==> config.mk <==
export PLATFORM = sky130hd
export DESIGN_NAME = int32_alu_with_range_check_unit
export DESIGN_NICKNAME = d
export VERILOG_FILES = /design/src/i32alu_pkg.sv /design/src/i32alu_core.sv /design/src/int32_alu_with_range_check_unit.sv
export SDC_FILE = /design/constraint.sdc
export NUM_CORES = 1
export LEC_CHECK = 0
export BUFFER_PORTS_ARGS = -buffer_cell sky130_fd_sc_hd__buf_2
export CAP_MARGIN = 20
export CORE_MARGIN = 2
export CORE_UTILIZATION = 43
export CTS_BUF_LIST = sky130_fd_sc_hd__clkbuf_4 sky130_fd_sc_hd__clkbuf_8 sky130_fd_sc_hd__clkbuf_16
export CTS_CLUSTER_SIZE = 16
export DETAILED_ROUTE_END_ITERATION = 16
export PLACE_DENSITY = 0.55
export SYNTH_ARGS = -nofsm -noshare
export SYNTH_HDL_FRONTEND = slang
export SYNTH_SLANG_ARGS = --single-unit
==> constraint.sdc <==
create_clock -name aclk -period 23.5 [get_ports aclk]
set_clock_uncertainty 0.15 [all_clocks]
set_input_delay 1.175 -clock aclk [delete_from_list [all_inputs] [get_ports aclk]]
set_output_delay 1.175 -clock aclk [all_outputs]
set_load 0.1 [all_outputs]
==> src/i32alu_pkg.sv <==
// ----------------------------------------------------------------------------
// i32alu_pkg: shared types and codes
// Operation codes, status codes and the transaction payload structs.
// ----------------------------------------------------------------------------
package i32alu_pkg;

    localparam logic [2:0] OP_ADD = 3'd0;
    localparam logic [2:0] OP_SUB = 3'd1;
    localparam logic [2:0] OP_MUL = 3'd2;
    localparam logic [2:0] OP_MOD = 3'd3;
    localparam logic [2:0] OP_POW = 3'd4;
    localparam logic [2:0] OP_DIV = 3'd5;
    localparam logic [2:0] OP_CMP = 3'd6;

    localparam logic [1:0] ST_OK      = 2'd0;
    localparam logic [1:0] ST_RANGE   = 2'd1;
    localparam logic [1:0] ST_DIVZERO = 2'd2;

    typedef struct packed {
        logic [2:0]         req_type;
        logic signed [31:0] operand_a;
        logic signed [31:0] operand_b;
    } req_t;

    typedef struct packed {
        logic signed [31:0] result_value;
        logic [1:0]         status;
    } rsp_t;

    // Start command from the sequencer to the shared datapath.
    typedef struct packed {
        logic       start;
        logic [2:0] op;
    } dp_cmd_t;

endpackage

==> src/i32alu_core.sv <==
// ----------------------------------------------------------------------------
// i32alu_core: shared iterative datapath
// One adder/subtractor serves add, subtract, compare, shift-add multiply,
// restoring divide, and power by repeated multiplication.
// ----------------------------------------------------------------------------
module i32alu_core (
    input  logic               aclk,
    input  logic               aresetn,
    input  i32alu_pkg::dp_cmd_t cmd,
    input  logic signed [31:0] a_in,
    input  logic signed [31:0] b_in,
    output logic               done,
    output i32alu_pkg::rsp_t   rsp
);

    localparam logic [2:0] S_IDLE = 3'd0;
    localparam logic [2:0] S_MUL  = 3'd1;
    localparam logic [2:0] S_DIV  = 3'd2;
    localparam logic [2:0] S_PMUL = 3'd3;
    localparam logic [2:0] S_FIN  = 3'd4;

    logic [2:0]  state_reg, state_next;
    logic [2:0]  op_reg, op_next;
    logic [5:0]  cnt_reg, cnt_next;
    logic [63:0] acc_reg, acc_next;     // product / remainder:quotient
    logic [31:0] mc_reg, mc_next;       // multiplicand or divisor magnitude
    logic [31:0] mp_reg, mp_next;       // multiplier bits
    logic        neg_reg, neg_next;     // sign of the product or quotient
    logic        rneg_reg, rneg_next;   // sign of the remainder
    logic [31:0] pbase_reg, pbase_next; // |base| for power
    logic        pneg_reg, pneg_next;   // base negative
    logic [31:0] pexp_reg, pexp_next;   // remaining exponent
    logic        pacc_neg_reg, pacc_neg_next;
    logic [1:0]  st_reg, st_next;
    logic signed [31:0] res_reg, res_next;
    logic        done_reg, done_next;

    // The single shared adder.
    logic [32:0] add_x, add_y, add_s;
    logic        add_sub;
    assign add_s = add_sub ? (add_x - add_y) : (add_x + add_y);

    logic [31:0] abs_a, abs_b;
    assign abs_a = a_in[31] ? (32'd0 - a_in) : a_in;
    assign abs_b = b_in[31] ? (32'd0 - b_in) : b_in;

    // Finish a signed magnitude with sign into a checked int32.
    function automatic logic [32:0] fit(input logic [63:0] mag, input logic neg);
        logic [32:0] r;
        begin
            r = {1'b1, 32'd0};
            if (!neg && mag <= 64'h7FFF_FFFF) r = {1'b0, mag[31:0]};
            else if (neg && mag <= 64'h8000_0000) r = {1'b0, 32'd0 - mag[31:0]};
            fit = r;
        end
    endfunction

    logic [32:0] fitv;
    logic [63:0] fit_mag;
    logic        fit_neg;

    always_comb begin
        state_next = state_reg; op_next = op_reg; cnt_next = cnt_reg;
        acc_next = acc_reg; mc_next = mc_reg; mp_next = mp_reg;
        neg_next = neg_reg; rneg_next = rneg_reg;
        pbase_next = pbase_reg; pneg_next = pneg_reg; pexp_next = pexp_reg;
        pacc_neg_next = pacc_neg_reg;
        st_next = st_reg; res_next = res_reg; done_next = 1'b0;
        add_x = 33'd0; add_y = 33'd0; add_sub = 1'b0;
        fit_mag = acc_reg; fit_neg = neg_reg;
        fitv = fit(fit_mag, fit_neg);
        unique case (state_reg)
            S_IDLE: begin
                if (cmd.start) begin
                    op_next = cmd.op;
                    st_next = i32alu_pkg::ST_OK;
                    res_next = 32'sd0;
                    state_next = S_FIN;
                    case (cmd.op)
                        i32alu_pkg::OP_ADD, i32alu_pkg::OP_SUB: begin
                            add_x = {a_in[31], a_in};
                            add_y = {b_in[31], b_in};
                            add_sub = (cmd.op == i32alu_pkg::OP_SUB);
                            if (add_s[32] != add_s[31]) st_next = i32alu_pkg::ST_RANGE;
                            else res_next = add_s[31:0];
                        end
                        i32alu_pkg::OP_CMP: begin
                            add_x = {a_in[31], a_in};
                            add_y = {b_in[31], b_in};
                            add_sub = 1'b1;
                            if (add_s == 33'd0) res_next = 32'sd0;
                            else if (add_s[32]) res_next = -32'sd1;
                            else res_next = 32'sd1;
                        end
                        i32alu_pkg::OP_MUL: begin
                            acc_next = 64'd0; mc_next = abs_a; mp_next = abs_b;
                            neg_next = a_in[31] ^ b_in[31];
                            cnt_next = 6'd0; state_next = S_MUL;
                        end
                        i32alu_pkg::OP_DIV, i32alu_pkg::OP_MOD: begin
                            if (b_in == 32'sd0) begin
                                st_next = i32alu_pkg::ST_DIVZERO;
                            end else begin
                                acc_next = {32'd0, abs_a}; mc_next = abs_b;
                                neg_next = a_in[31] ^ b_in[31];
                                rneg_next = a_in[31];
                                cnt_next = 6'd0; state_next = S_DIV;
                            end
                        end
                        i32alu_pkg::OP_POW: begin
                            if (b_in == 32'sd0 || a_in == 32'sd1) begin
                                res_next = 32'sd1;
                            end else if (a_in == -32'sd1) begin
                                res_next = b_in[0] ? -32'sd1 : 32'sd1;
                            end else if (b_in[31]) begin
                                if (a_in == 32'sd0) st_next = i32alu_pkg::ST_RANGE;
                            end else if (a_in == 32'sd0) begin
                                res_next = 32'sd0;
                            end else begin
                                pbase_next = abs_a; pneg_next = a_in[31];
                                pexp_next = b_in; pacc_neg_next = 1'b0;
                                acc_next = 64'd1;
                                state_next = S_PMUL;
                            end
                        end
                        default: st_next = i32alu_pkg::ST_RANGE;
                    endcase
                end
            end
            S_MUL: begin
                // One shift-add step per cycle on the high half.
                add_x = {1'b0, acc_reg[63:32]};
                add_y = mp_reg[0] ? {1'b0, mc_reg} : 33'd0;
                acc_next = {add_s, acc_reg[31:1]};
                mp_next = {1'b0, mp_reg[31:1]};
                cnt_next = cnt_reg + 6'd1;
                if (cnt_reg == 6'd31) begin
                    state_next = S_FIN;
                    fit_mag = {add_s, acc_reg[31:1]}; fit_neg = neg_reg;
                    fitv = fit(fit_mag, fit_neg);
                    if (fitv[32]) st_next = i32alu_pkg::ST_RANGE;
                    else res_next = fitv[31:0];
                end
            end
            S_DIV: begin
                // Restoring divide: remainder in [63:32], quotient in [31:0].
                add_x = {acc_reg[63:31]};
                add_y = {1'b0, mc_reg};
                add_sub = 1'b1;
                if (!add_s[32]) acc_next = {add_s[31:0], acc_reg[30:0], 1'b1};
                else acc_next = {acc_reg[62:0], 1'b0};
                cnt_next = cnt_reg + 6'd1;
                if (cnt_reg == 6'd31) state_next = S_FIN;
                if (cnt_reg == 6'd31) begin
                    if (op_reg == i32alu_pkg::OP_DIV) begin
                        fit_mag = {32'd0, acc_next[31:0]}; fit_neg = neg_reg;
                    end else begin
                        fit_mag = {32'd0, acc_next[63:32]}; fit_neg = rneg_reg;
                    end
                    fitv = fit(fit_mag, fit_neg);
                    if (fitv[32]) st_next = i32alu_pkg::ST_RANGE;
                    else res_next = fitv[31:0];
                end
            end
            S_PMUL: begin
                // acc *= |base| through the multiply loop; |base| >= 2 so at most
                // 32 rounds before the magnitude exceeds 2^31.
                if (pexp_reg == 32'd0) begin
                    state_next = S_FIN;
                    fit_mag = acc_reg; fit_neg = pacc_neg_reg;
                    fitv = fit(fit_mag, fit_neg);
                    if (fitv[32]) st_next = i32alu_pkg::ST_RANGE;
                    else res_next = fitv[31:0];
                end else if (acc_reg[63:31] != 33'd0 &&
                             !(acc_reg == 64'h8000_0000 && pacc_neg_reg)) begin
                    state_next = S_FIN;
                    st_next = i32alu_pkg::ST_RANGE;
                end else begin
                    mc_next = pbase_reg; mp_next = acc_reg[31:0];
                    acc_next = 64'd0; cnt_next = 6'd0;
                    pexp_next = pexp_reg - 32'd1;
                    pacc_neg_next = pacc_neg_reg ^ pneg_reg;
                    op_next = i32alu_pkg::OP_POW;
                    state_next = S_MUL;
                end
            end
            S_FIN: begin
                done_next = 1'b1;
                state_next = S_IDLE;
            end
            default: state_next = S_IDLE;
        endcase
        // A multiply round that belongs to a power goes back to the power loop.
        if (state_reg == S_MUL && cnt_reg == 6'd31 && op_reg == i32alu_pkg::OP_POW) begin
            state_next = S_PMUL;
            st_next = st_reg;
            res_next = res_reg;
        end
    end

    always_ff @(posedge aclk) begin
        if (!aresetn) begin
            state_reg <= S_IDLE;
            done_reg  <= 1'b0;
        end else begin
            state_reg <= state_next;
            done_reg  <= done_next;
        end
        op_reg <= op_next; cnt_reg <= cnt_next; acc_reg <= acc_next;
        mc_reg <= mc_next; mp_reg <= mp_next; neg_reg <= neg_next;
        rneg_reg <= rneg_next; pbase_reg <= pbase_next; pneg_reg <= pneg_next;
        pexp_reg <= pexp_next; pacc_neg_reg <= pacc_neg_next;
        st_reg <= st_next; res_reg <= res_next;
    end

    assign done = done_reg;
    assign rsp.result_value = res_reg;
    assign rsp.status = st_reg;

endmodule

==> src/int32_alu_with_range_check_unit.sv <==
// ----------------------------------------------------------------------------
// int32_alu_with_range_check_unit: signed 32-bit ALU with range check
// Accepts one operation transaction, returns one checked result transaction.
// ----------------------------------------------------------------------------
// Usage:
// The s_ channel carries an operation code and two signed 32-bit operands;
// the m_ channel returns a 32-bit signed result and a status (ok, out of
// range, divide by zero). Both channels use valid/ready handshakes.
// Add, subtract, compare and all special cases are settled on acceptance
// and pass through the finish state, the core's done register and the
// output register to m_valid. Multiply, divide and remainder first run
// the 32 steps of the shared add/subtract unit. Power runs one round (a
// range check plus a 32-step multiply) per exponent step and stops early
// once the magnitude leaves the int32 range.
// The block handles one transaction at a time: s_ready is high only while
// no transaction is in flight and the output register is empty.
// When the receiver stalls, the result is held in the output register and
// no new transaction is accepted until it is taken.
// Reset (aresetn low, synchronous) empties the output register and returns
// the sequencer to idle.
// ----------------------------------------------------------------------------
module int32_alu_with_range_check_unit (
    input  logic              aclk,
    input  logic              aresetn,
    input  logic              s_valid,
    output logic              s_ready,
    input  i32alu_pkg::req_t  s_data,
    output logic              m_valid,
    input  logic              m_ready,
    output i32alu_pkg::rsp_t  m_data
);

    logic busy_reg, busy_next;
    logic ovld_reg, ovld_next;
    i32alu_pkg::rsp_t out_reg;
    i32alu_pkg::dp_cmd_t cmd;
    i32alu_pkg::rsp_t core_rsp;
    logic core_done;
    logic s_fire;

    assign s_ready = !busy_reg && !ovld_reg;
    assign s_fire  = s_valid && s_ready;
    assign cmd.start = s_fire;
    assign cmd.op    = s_data.req_type;

    i32alu_core u_core (
        .aclk    (aclk),
        .aresetn (aresetn),
        .cmd     (cmd),
        .a_in    (s_data.operand_a),
        .b_in    (s_data.operand_b),
        .done    (core_done),
        .rsp     (core_rsp)
    );

    // Busy covers the time the core is working; the output register holds
    // the finished transaction until the receiver takes it.
    always_comb begin
        busy_next = busy_reg;
        ovld_next = ovld_reg;
        if (s_fire) busy_next = 1'b1;
        if (core_done) begin
            busy_next = 1'b0;
            ovld_next = 1'b1;
        end
        if (ovld_reg && m_ready) ovld_next = 1'b0;
    end

    always_ff @(posedge aclk) begin
        if (!aresetn) begin
            busy_reg <= 1'b0;
            ovld_reg <= 1'b0;
        end else begin
            busy_reg <= busy_next;
            ovld_reg <= ovld_next;
        end
        if (core_done) out_reg <= core_rsp;
    end

    assign m_valid = ovld_reg;
    assign m_data  = out_reg;

endmodule

==> impl_summary.log <==
INFO  metric grt_pass1_vias = 19,900
INFO  metric die_area = 0.0521 mm^2
INFO  metric tightestPinTransition = 1.12 ns
INFO  metric worst_ir_drop_vdd = 0.0551 mV
INFO  metric tritoncts_clock_tree = yes
INFO  metric cp.required = 23.54 ns
INFO  metric num_cts_buffers = 37
INFO  metric nFillCells = 4,968
INFO  metric grt_util_all_layers = 36.0%
INFO  metric cts-htree-levels = 2
INFO  metric stdcell_count = 3,191
INFO  metric grt.met3_usage = 6.54%
INFO  metric die_width = 228 um
INFO  metric synth_top_flop_cell = sky130_fd_sc_hd__edfxtp_1
INFO  metric tns = 0 ns
INFO  metric grt.busiest_layer = met2
INFO  metric row_count = 82
INFO  metric critical_path_arrival = 10.23 ns
INFO  metric finish.net_count = 2,608
INFO  metric finalCriticalPeriod = 10.18 ns
INFO  metric max-cap-violations = 0
INFO  metric synth_fp_nets = 2,594
INFO  metric power.share.combinational = 48.7%
INFO  metric power_density = 97.7 mW/mm^2
INFO  metric grt_antenna_before_repair = 2
INFO  metric path_clk_slew = 0.06 ns
INFO  metric post_cts.resized_instances = 0
INFO  metric synth_seq_area_share = 38.5%
INFO  metric largest_reg_flops = 64
INFO  metric remaining_drc_errors = 0
INFO  metric pin_count_of_the_biggest_net_entering_global_routing = 88
INFO  metric drt-vias-per-instance = 6.61
INFO  metric multi_input_area = 0.0123 mm^2
INFO  metric post_synth_edffs = 273
INFO  metric hold_buffers = 0
INFO  metric io_buffer_count = 106
INFO  metric async_flop_share = 0%
INFO  metric core_region_area = 0.0499 mm^2
INFO  metric grt_first_pass_wirelength = 139 mm
INFO  metric preCtsSetupSlack = 13.16 ns
INFO  metric insertedDiodeCount = 0
INFO  metric clock_sink_count = 279
INFO  metric drive_above_1_share = 11.5%
INFO  metric synthesis.yosys.warnings = 0
INFO  metric finalWirelength = 95.6 mm
INFO  metric vias = 21,100
INFO  metric rsz0062_at_grt = false
INFO  metric timing.setup.critical_path_class = flip-flop to flip-flop
INFO  metric power_report.internal_total = 1.27 mW
INFO  metric post_cts_repair_timing_setup_buffer_count = 0
INFO  metric wl_per_cell = 30.0 um
INFO  metric netlist_instances = 2,481
INFO  metric cts_buffer_depth = 3
INFO  metric clock.fmax = 98.2 MHz
INFO  metric p_sw_share = 45.8%
INFO  metric timing.critical_path.from_type = flip-flop
INFO  metric post_placement_cell_count = 3,125
INFO  metric detailedPlacementHpwl = 71.7 mm
INFO  metric timing.hold.worst.class = flip-flop to flip-flop
INFO  metric top_level_ports = 107
INFO  metric drt_first_pass_iters = 12
INFO  metric cellLeakagePower = 8.65 nW
INFO  metric global_route.overflow_total = 0
INFO  metric clkLatencyLatePin = 0.58 ns
INFO  metric ys_ff_latch = 279
INFO  metric die_h = 228 um
INFO  metric outcome = completed
INFO  metric syn_area = 0.0216 mm^2
INFO  metric met1_usage = 49.4%
INFO  metric groute.layer.met2.usage = 54.9%
INFO  metric detail-route-antenna-nets = 0
INFO  metric sequential_cell_area = 0.00832 mm^2
INFO  metric setup_slack = 13.32 ns
INFO  metric final.period_utilization = 43.3%
INFO  metric place_congestion = 0.991
INFO  metric areaGrowthSynthToFinish = 10.7%
INFO  metric initial_utilization = 43.3%
INFO  metric root_buffer = sky130_fd_sc_hd__clkbuf_16
INFO  metric post_synth_cell_types = 95
INFO  metric violation_count_after_the_first_detailed_route_iteration = 3,350
INFO  metric synthesis.area_per_instance = 8.71 um^2
INFO  metric crit_fanout = 44
INFO  metric report.final.setup_viol = 0
INFO  metric clkPwrFrac = 22.7%
INFO  metric power_switching = 1.07 mW
INFO  metric finalMaxSlewViolations = 0
INFO  metric seq_power_share = 28.6%
INFO  metric timing_hold_violations_final = 0
INFO  metric cp-end-kind = flip-flop
INFO  metric slew_hr = 24.6%
final timing paths:
kind	from	end	slack (ns)	cells past startpoint
setup / recovery	u_core.state_reg[1]	u_core.res_reg[13]	13.32	25
setup reg to reg	u_core.state_reg[1]	u_core.res_reg[13]	13.32	25
hold / removal	u_core.res_reg[16]	m_data[18]	0.27	0
hold reg to reg	u_core.res_reg[16]	m_data[18]	0.27	0
per-layer routing:
metal  share of wire, %  vias up
li1                   -     9306
met3                 10      222
met2                 44     1307
met1                 41    10300
met4                5.3        0
met5                  0        -
power groups by stage:
stage                     combinational (mW)  clock, mW  sequential (mW)
final                                   1.14      0.530            0.668
after global routing                    1.20      0.556            0.670
after CTS                               1.11      0.538            0.666
after detailed placement                1.11          0            0.676
after global placement                  1.11          0            0.675
after floorplan                        0.723          0            0.663
per-stage QoR:
stage	util (%)	cell area, um^2	hold WS [ns]	total power [mW]
after floorplan	-	21600	0.250	1.39
after global placement	45.6	22700	0.255	1.78
after detailed placement	45.7	22800	0.255	1.78
after CTS	47.9	23900	0.268	2.32
after global routing	48.0	23900	0.274	2.43
final	48.0	23900	0.267	2.34
layout by cell type, fill, tap and decap left out, types with 43 or more instances in the layout:
cell	synthesis	final
sky130_fd_sc_hd__inv_1	93	93
sky130_fd_sc_hd__o21ai_0	178	177
sky130_fd_sc_hd__a222oi_1	59	59
sky130_fd_sc_hd__buf_4	3	57
sky130_fd_sc_hd__buf_2	15	106
sky130_fd_sc_hd__nor3_1	67	66
sky130_fd_sc_hd__and2_1	45	45
sky130_fd_sc_hd__xnor2_1	138	138
sky130_fd_sc_hd__edfxtp_1	273	273
sky130_fd_sc_hd__o22ai_1	43	43
sky130_fd_sc_hd__nand2_1	250	249
sky130_fd_sc_hd__o211ai_1	48	48
sky130_fd_sc_hd__nor2_1	226	224
sky130_fd_sc_hd__a21oi_1	184	183
sky130_fd_sc_hd__xor2_1	95	95
worst max-delay path, cell delays in order (launching register included):
cell                       delay (ns)
sky130_fd_sc_hd__dfxtp_1         0.30
sky130_fd_sc_hd__buf_4           0.44
sky130_fd_sc_hd__nor4bb_1        0.22
sky130_fd_sc_hd__nand2b_2        0.62
sky130_fd_sc_hd__a22oi_1         0.42
sky130_fd_sc_hd__ha_1            0.25
sky130_fd_sc_hd__o221ai_2        0.17
sky130_fd_sc_hd__or2_2           0.40
sky130_fd_sc_hd__nor3_1          0.70
sky130_fd_sc_hd__a31oi_1         0.19
sky130_fd_sc_hd__xor2_1          0.23
sky130_fd_sc_hd__ha_1            0.42
sky130_fd_sc_hd__nand4_1         0.19
sky130_fd_sc_hd__nor3_1          0.30
sky130_fd_sc_hd__a22oi_1         0.16
sky130_fd_sc_hd__a211oi_1        0.49
sky130_fd_sc_hd__nor4_1          0.16
sky130_fd_sc_hd__mux2i_4         0.66
sky130_fd_sc_hd__o21a_4          0.68
sky130_fd_sc_hd__o221ai_1        0.38
sky130_fd_sc_hd__nor4_4          0.32
sky130_fd_sc_hd__nand4_1         0.55
sky130_fd_sc_hd__nor4_2          0.43
sky130_fd_sc_hd__nand2_1         0.16
sky130_fd_sc_hd__a311oi_4        0.29
sky130_fd_sc_hd__buf_4           0.45
layout make-up:
cell class / instances / area share, %
multi-input combinational: 1916 / 51.3
clock inverter: 19 / 0.502
sequential: 279 / 34.8
timing repair buffer: 167 / 4.32
clock buffer: 44 / 4.09
tap: 672 / 3.51
inverter: 94 / 1.47
synth_stat cells, types with 16 or more instances:
| master | n | area, um^2 |
|---|---|---|
| sky130_fd_sc_hd__a211oi_1 | 43 | 323 |
| sky130_fd_sc_hd__a21o_1 | 16 | 120 |
| sky130_fd_sc_hd__a21oi_1 | 184 | 921 |
| sky130_fd_sc_hd__a222oi_1 | 59 | 591 |
| sky130_fd_sc_hd__a22oi_1 | 39 | 293 |
| sky130_fd_sc_hd__and2_1 | 45 | 282 |
| sky130_fd_sc_hd__buf_1 | 22 | 82.6 |
| sky130_fd_sc_hd__clkbuf_1 | 147 | 552 |
| sky130_fd_sc_hd__edfxtp_1 | 273 | 8200 |
| sky130_fd_sc_hd__ha_1 | 41 | 513 |
| sky130_fd_sc_hd__inv_1 | 93 | 349 |
| sky130_fd_sc_hd__mux2i_1 | 22 | 220 |
| sky130_fd_sc_hd__nand2_1 | 250 | 938 |
| sky130_fd_sc_hd__nand2b_1 | 20 | 125 |
| sky130_fd_sc_hd__nand3_1 | 28 | 140 |
| sky130_fd_sc_hd__nand4_1 | 27 | 169 |
| sky130_fd_sc_hd__nor2_1 | 226 | 848 |
| sky130_fd_sc_hd__nor3_1 | 67 | 335 |
| sky130_fd_sc_hd__nor4_1 | 40 | 250 |
| sky130_fd_sc_hd__o211ai_1 | 48 | 360 |
| sky130_fd_sc_hd__o21ai_0 | 178 | 891 |
| sky130_fd_sc_hd__o21ai_1 | 20 | 100 |
| sky130_fd_sc_hd__o22ai_1 | 43 | 269 |
| sky130_fd_sc_hd__o31ai_1 | 38 | 285 |
| sky130_fd_sc_hd__or3_1 | 28 | 175 |
| sky130_fd_sc_hd__xnor2_1 | 138 | 1210 |
| sky130_fd_sc_hd__xor2_1 | 95 | 832 |
cells by family after synthesis:
kind of cell | share of synthesized area (%)
adders and majority gates | 2.47
xor gates and xnor gates | 9.44
buffers and inverters | 5.25
and+or+nand+nor | 19.0
muxes | 1.12
AOI/OAI and AO/OA | 24.2
DFF | 38.5
(Power assumes the default switching activity.)
